$ cat config.mk
export PLATFORM = sky130hd
export DESIGN_NAME = swm_cell
export DESIGN_NICKNAME = d
export VERILOG_FILES = /design/src/rtl/core/sliding_window_maximum_unit_assert.svh /design/src/rtl/core/swm_pkg.sv /design/src/rtl/core/swm_cell.sv
export SDC_FILE = /design/constraint.sdc
export NUM_CORES = 1
export LEC_CHECK = 0
export BUFFER_PORTS_ARGS = -buffer_cell sky130_fd_sc_hd__buf_2
export CAP_MARGIN = 20
export CORE_AREA = 2 2 72 74
export DETAILED_ROUTE_END_ITERATION = 6
export DIE_AREA = 0 0 74 76
export HOLD_SLACK_MARGIN = 0.02
export MAX_ROUTING_LAYER = met4
export PLACE_DENSITY = 0.85
export SYNTH_ARGS = -nofsm -noshare
export SYNTH_HDL_FRONTEND = slang
export SYNTH_SLANG_ARGS = --single-unit
$ cat constraint.sdc
create_clock -name clk -period 4.4 [get_ports clk]
set_clock_uncertainty 0.1 [all_clocks]
set_input_delay 0.88 -clock clk [delete_from_list [all_inputs] [get_ports clk]]
set_output_delay 0.88 -clock clk [all_outputs]
set_load 0.005 [all_outputs]
$ cat src/rtl/core/sliding_window_maximum_unit_assert.svh
// Assertion macros for the sliding window maximum unit.
// Used by files in rtl/core; they expect clk and rst_n in scope.
`ifndef SLIDING_WINDOW_MAXIMUM_UNIT_ASSERT_SVH
`define SLIDING_WINDOW_MAXIMUM_UNIT_ASSERT_SVH

// same-cycle implication, disabled while in reset
`define SWM_ASSERT_NOW(lbl, ante, cons) \
  lbl: assert property (@(posedge clk) disable iff (!rst_n) (ante) |-> (cons)) \
    else $error("sliding window maximum: same-cycle check failed");

// next-cycle implication, disabled while in reset
`define SWM_ASSERT_NEXT(lbl, ante, cons) \
  lbl: assert property (@(posedge clk) disable iff (!rst_n) (ante) |=> (cons)) \
    else $error("sliding window maximum: next-cycle check failed");

`endif

$ cat src/rtl/core/swm_pkg.sv
// Shared constants and types of the sliding window maximum unit.
// No dependencies; imported by swm_cell and the top level.
package swm_pkg;

  // parameter defaults
  localparam int WINDOW_MAX_DEF  = 64;
  localparam int SAMPLE_BITS_DEF = 16;

  // window size register
  localparam int            CFG_W     = 7;
  localparam logic [CFG_W-1:0] WIN_RESET = 7'd3;

  // per-cycle command broadcast to every cell
  typedef struct packed {
    logic accept;       // a sample request is taken this cycle
    logic restart;      // that sample clears the window first
    logic shift_front;  // oldest candidate expires on this accept
    logic shift_only;   // cleanup cycle: drop the oldest candidate
  } swm_ctrl_t;

endpackage

$ cat src/rtl/core/swm_cell.sv
// One candidate slot of the monotonic chain: value, age and valid flag.
// Depends on swm_pkg; besides the broadcast command and sample, talks only to its two neighbors.
module swm_cell
  import swm_pkg::*;
#(
  parameter int WINDOW_MAX  = WINDOW_MAX_DEF,
  parameter int SAMPLE_BITS = SAMPLE_BITS_DEF,
  localparam int AGE_W      = $clog2(WINDOW_MAX + 1)
) (
  input  logic                   clk,
  input  logic                   rst_n,
  input  swm_ctrl_t              ctrl,
  input  logic [SAMPLE_BITS-1:0] sample,
  // older neighbor survives this sample
  input  logic                   left_keep,
  // newer neighbor, processed and current
  input  logic                   right_proc_valid,
  input  logic [SAMPLE_BITS-1:0] right_proc_value,
  input  logic [AGE_W-1:0]       right_proc_age,
  input  logic                   right_cur_valid,
  input  logic [SAMPLE_BITS-1:0] right_cur_value,
  input  logic [AGE_W-1:0]       right_cur_age,
  output logic                   keep,
  output logic                   proc_valid,
  output logic [SAMPLE_BITS-1:0] proc_value,
  output logic [AGE_W-1:0]       proc_age,
  output logic                   cur_valid,
  output logic [SAMPLE_BITS-1:0] cur_value,
  output logic [AGE_W-1:0]       cur_age
);

  logic                   valid_r, valid_nxt;
  logic [SAMPLE_BITS-1:0] value_r, value_nxt;
  logic [AGE_W-1:0]       age_r, age_nxt;
  logic [AGE_W-1:0]       age_inc;
  logic                   append;

  // aging, saturating at the window limit
  assign age_inc = (age_r == AGE_W'(WINDOW_MAX)) ? age_r : age_r + AGE_W'(1);

  // survive unless restarted or not greater than the new sample
  assign keep   = valid_r && !ctrl.restart && ($signed(value_r) > $signed(sample));
  // the sample lands just past the last survivor
  assign append = !keep && left_keep;

  assign proc_valid = keep || append;
  assign proc_value = keep ? value_r : sample;
  assign proc_age   = keep ? age_inc : '0;

  assign cur_valid = valid_r;
  assign cur_value = value_r;
  assign cur_age   = age_r;

  // next slot contents
  always_comb begin
    priority if (ctrl.accept) begin
      if (ctrl.shift_front) begin
        valid_nxt = right_proc_valid;
        value_nxt = right_proc_value;
        age_nxt   = right_proc_age;
      end else begin
        valid_nxt = proc_valid;
        value_nxt = proc_value;
        age_nxt   = proc_age;
      end
    end else if (ctrl.shift_only) begin
      valid_nxt = right_cur_valid;
      value_nxt = right_cur_value;
      age_nxt   = right_cur_age;
    end else begin
      valid_nxt = valid_r;
      value_nxt = value_r;
      age_nxt   = age_r;
    end
  end

  always_ff @(posedge clk) begin
    if (!rst_n) begin
      valid_r <= 1'b0;
    end else begin
      valid_r <= valid_nxt;
    end
  end

  // payload needs no reset
  always_ff @(posedge clk) begin
    value_r <= value_nxt;
    age_r   <= age_nxt;
  end

endmodule

==> impl_metrics.yaml <==
synth:
  synth_cell_type_count: 44
  avgSynthCellArea_sq_um: 9.71
  synthAdderAreaFrac: 0.106
  synth-edff-count: 23
  synthXorXnorAreaFrac: 0.0248
  synthSimpleGateAreaFrac: 0.109
  synthMuxAreaShare: 0.0970
  synth_flop_cell: "edfxtp_1"
  synth_top_family_by_area: "compound AO/OA/AOI/OAI gates"
  synth_cells: 218
  syn_nets: 307
  ys_ff_latch: 24
  yosysWarnings: 0
  async_reset_ff_frac: 0
  synth-compound-area-share: 0.264
  yosysSeqAreaShare: 0.336
  netlist_area_sq_mm: 0.00212
sta:
  max-slew-margin-rel: 0.422
  slew_violations: 0
  hold_viol_final: 0
  fmaxAchievable_mhz: 242
  fin_ws_ns: 0.264
  fin_tns_setup_ns: 0
  setup_viol: 0
  fin_crit_ns: 4.14
  period_share: 0.940
  worstMarginPinSlew_ns: 0.866
  hold_slack_ns: 0.621
  rsz0062_at_grt: "no"
critical_path:
  rrSetupSlack_ns: 1.39
  r2r_cells: 9
  cp_data_arrival_time_ns: 3.16
  worst_setup_path_end_kind: "output pin"
  reg2reg_from: "cur_value[15]$_DFFE_PP_"
  worstSetupStartpoint: "sample[15]"
  setup.worst_path.start_class: "input pin"
  crit_fanout: 18
  crit_type: "input pin to output pin"
  cp_data_required_time_ns: 3.42
  r2r_end: "cur_value[14]$_DFFE_PP_"
  crit_path_end: "proc_value[14]"
placed_design:
  post_dp_cell_area_sq_mm: 0.00276
  place.gp.congestion: 0.856
  dp_cells: 398
  dp_hpwl_mm: 4.57
  portBuffers: 119
  dp_slack_ns: 0.270
floorplan:
  rows: 26
  dieArea_sq_mm: 0.00562
  ioPinCount: 120
  initial_utilization: 0.431
  die_w_um: 74
  core_area_sq_mm: 0.00491
  fp.dieH_um: 76
power_and_ir_drop:
  pwr-share-seq: 0.434
  power.density_mw_per_mm2: 246
  p_leak_nw: 1.42
  p_int_uw: 481
  p_sw_frac: 0.305
  p_switching_uw: 211
  combPwrFrac: 0.343
  ir_drop_uv: 132
  finalPower_uw: 692
  p_clk_frac: 0.222
clock_network:
  htreeDepth: 1
  clkSinkCount: 24
  cts_hold_buf: 0
  cts_resized: 0
  clkTransAtPathRegs_ns: 0.09
  cts_made_buffers: 3
  post-cts-setup-buffers: 0
  cts-root-buf: "clkbuf_8"
  clk_path_buf_depth: 2
  cts_tree: "built"
  clock_latency_ns: 0.27
routing:
  drtIter0Drc: 87
  ant_nets: 0
  firstDrtPassIters: 4
  drt-total-wl_mm: 5.95
  vias: 2142
  wl_per_cell_um: 14.8
  drc: 0
  via_per_inst: 5.33
status:
  status: "complete, no violations"
final_layout:
  fin_area_sq_mm: 0.00282
  drive_gt1_frac: 0.416
  diodes: 0
  mostFrequentLayoutCells: "119 x buf_2, 23 x edfxtp_1, 22 x inv_1"
  final_common_cell: "buf_2"
  nets: 422
  area_growth_pct: 33.1
  layout.cells.non_filler: 402
  final_util: 0.573
global_route:
  grt_usage: 0.208
  grt_pass1_wl_mm: 9.08
  antenna_found_initial: 0
  overflow: 0
  grt_pass1_vias: 2017
  grt_start_max_net_pins: 25
min_path:
  hp-class: "flop to flop"
  hold_depth: 2
run:
  maxCapViolCount: 0
[synth_stat cells, types with 2 or more instances]
cell type  count  area (sq um)
a21o_1        17           128
a21oi_1       11          55.1
a221o_1        3          30.0
a22oi_1        4          30.0
a31oi_1        2          12.5
and2_1         2          12.5
clkbuf_1       8          30.0
edfxtp_1      23           691
ha_1          18           225
inv_1         22          82.6
mux2_1         5          56.3
mux2_2         3          33.8
mux2_4         7           105
nand2_1        7          26.3
nand2b_1       2          12.5
nand3_1        6          30.0
nand4_1        4          25.0
nor2_1        12          45.0
nor2b_1        2          12.5
nor3_1         3          15.0
o21a_1        14           105
o21ai_0        4          20.0
o22a_1        14           123
xnor2_1        2          17.5
xor2_1         4          35.0
[power by group through the flow]
stage,clock (mW),sequential (mW),combinational (mW)
6_report,0.154,0.300,0.238
3_3_place_gp,0,0.305,0.233
3_5_place_dp,0,0.306,0.238
2_1_floorplan,0,0.304,0.134
4_1_cts,0.155,0.300,0.239
5_1_grt,0.163,0.304,0.266
[worst max-delay path, cell delays in order]
cell	delay, ns
buf_2	0.09
inv_1	0.04
ha_1	0.34
nand4_1	0.17
nor3_2	0.08
a21boi_1	0.13
nor4_1	0.33
mux2i_1	0.30
inv_2	0.25
mux2_1	0.41
buf_2	0.14
[registers in the layout (all words and copies together), names as in the netlist]
name       flops
cur_age        7
cur_valid      1
cur_value     16
[area by class of cell]
class / instances / area (sq um)
fillers: 460 / 2100
inverters: 23 / 86.3
multi-input cells: 161 / 1270
flip-flops and latches: 24 / 711
repair buffers: 120 / 603
clock buffers: 4 / 55.1
well taps: 70 / 87.6
[how the worst min path moves through the flow]
stage | start | end
2_1_floorplan | cur_value[0]$_DFFE_PP_ | cur_value[0]$_DFFE_PP_
3_5_place_dp | cur_value[0]$_DFFE_PP_ | cur_value[0]$_DFFE_PP_
4_1_cts | cur_value[0]$_DFFE_PP_ | cur_value[0]$_DFFE_PP_
5_1_grt | cur_value[0]$_DFFE_PP_ | cur_value[0]$_DFFE_PP_
6_report | cur_value[0]$_DFFE_PP_ | cur_value[0]$_DFFE_PP_
3_3_place_gp | cur_valid$_SDFFE_PN0P_ | cur_valid$_SDFFE_PN0P_
[metal layers]
metal  global-route usage  routed length [um]  vias up
met2                0.353                2950       72
met4               0.0473                  69        0
met5                    -                   0        -
met3               0.0265                 271        6
met1                0.263                2650     1014
li1                     -                   -     1050
[logic make-up after synthesis]
group	after synthesis
compound gates	76
simple gates	45
buf+inv	33
flops	24
fa+ha+maj	18
mux	16
xor+xnor	6
Note: power is estimated with default switching activity, not from simulation.
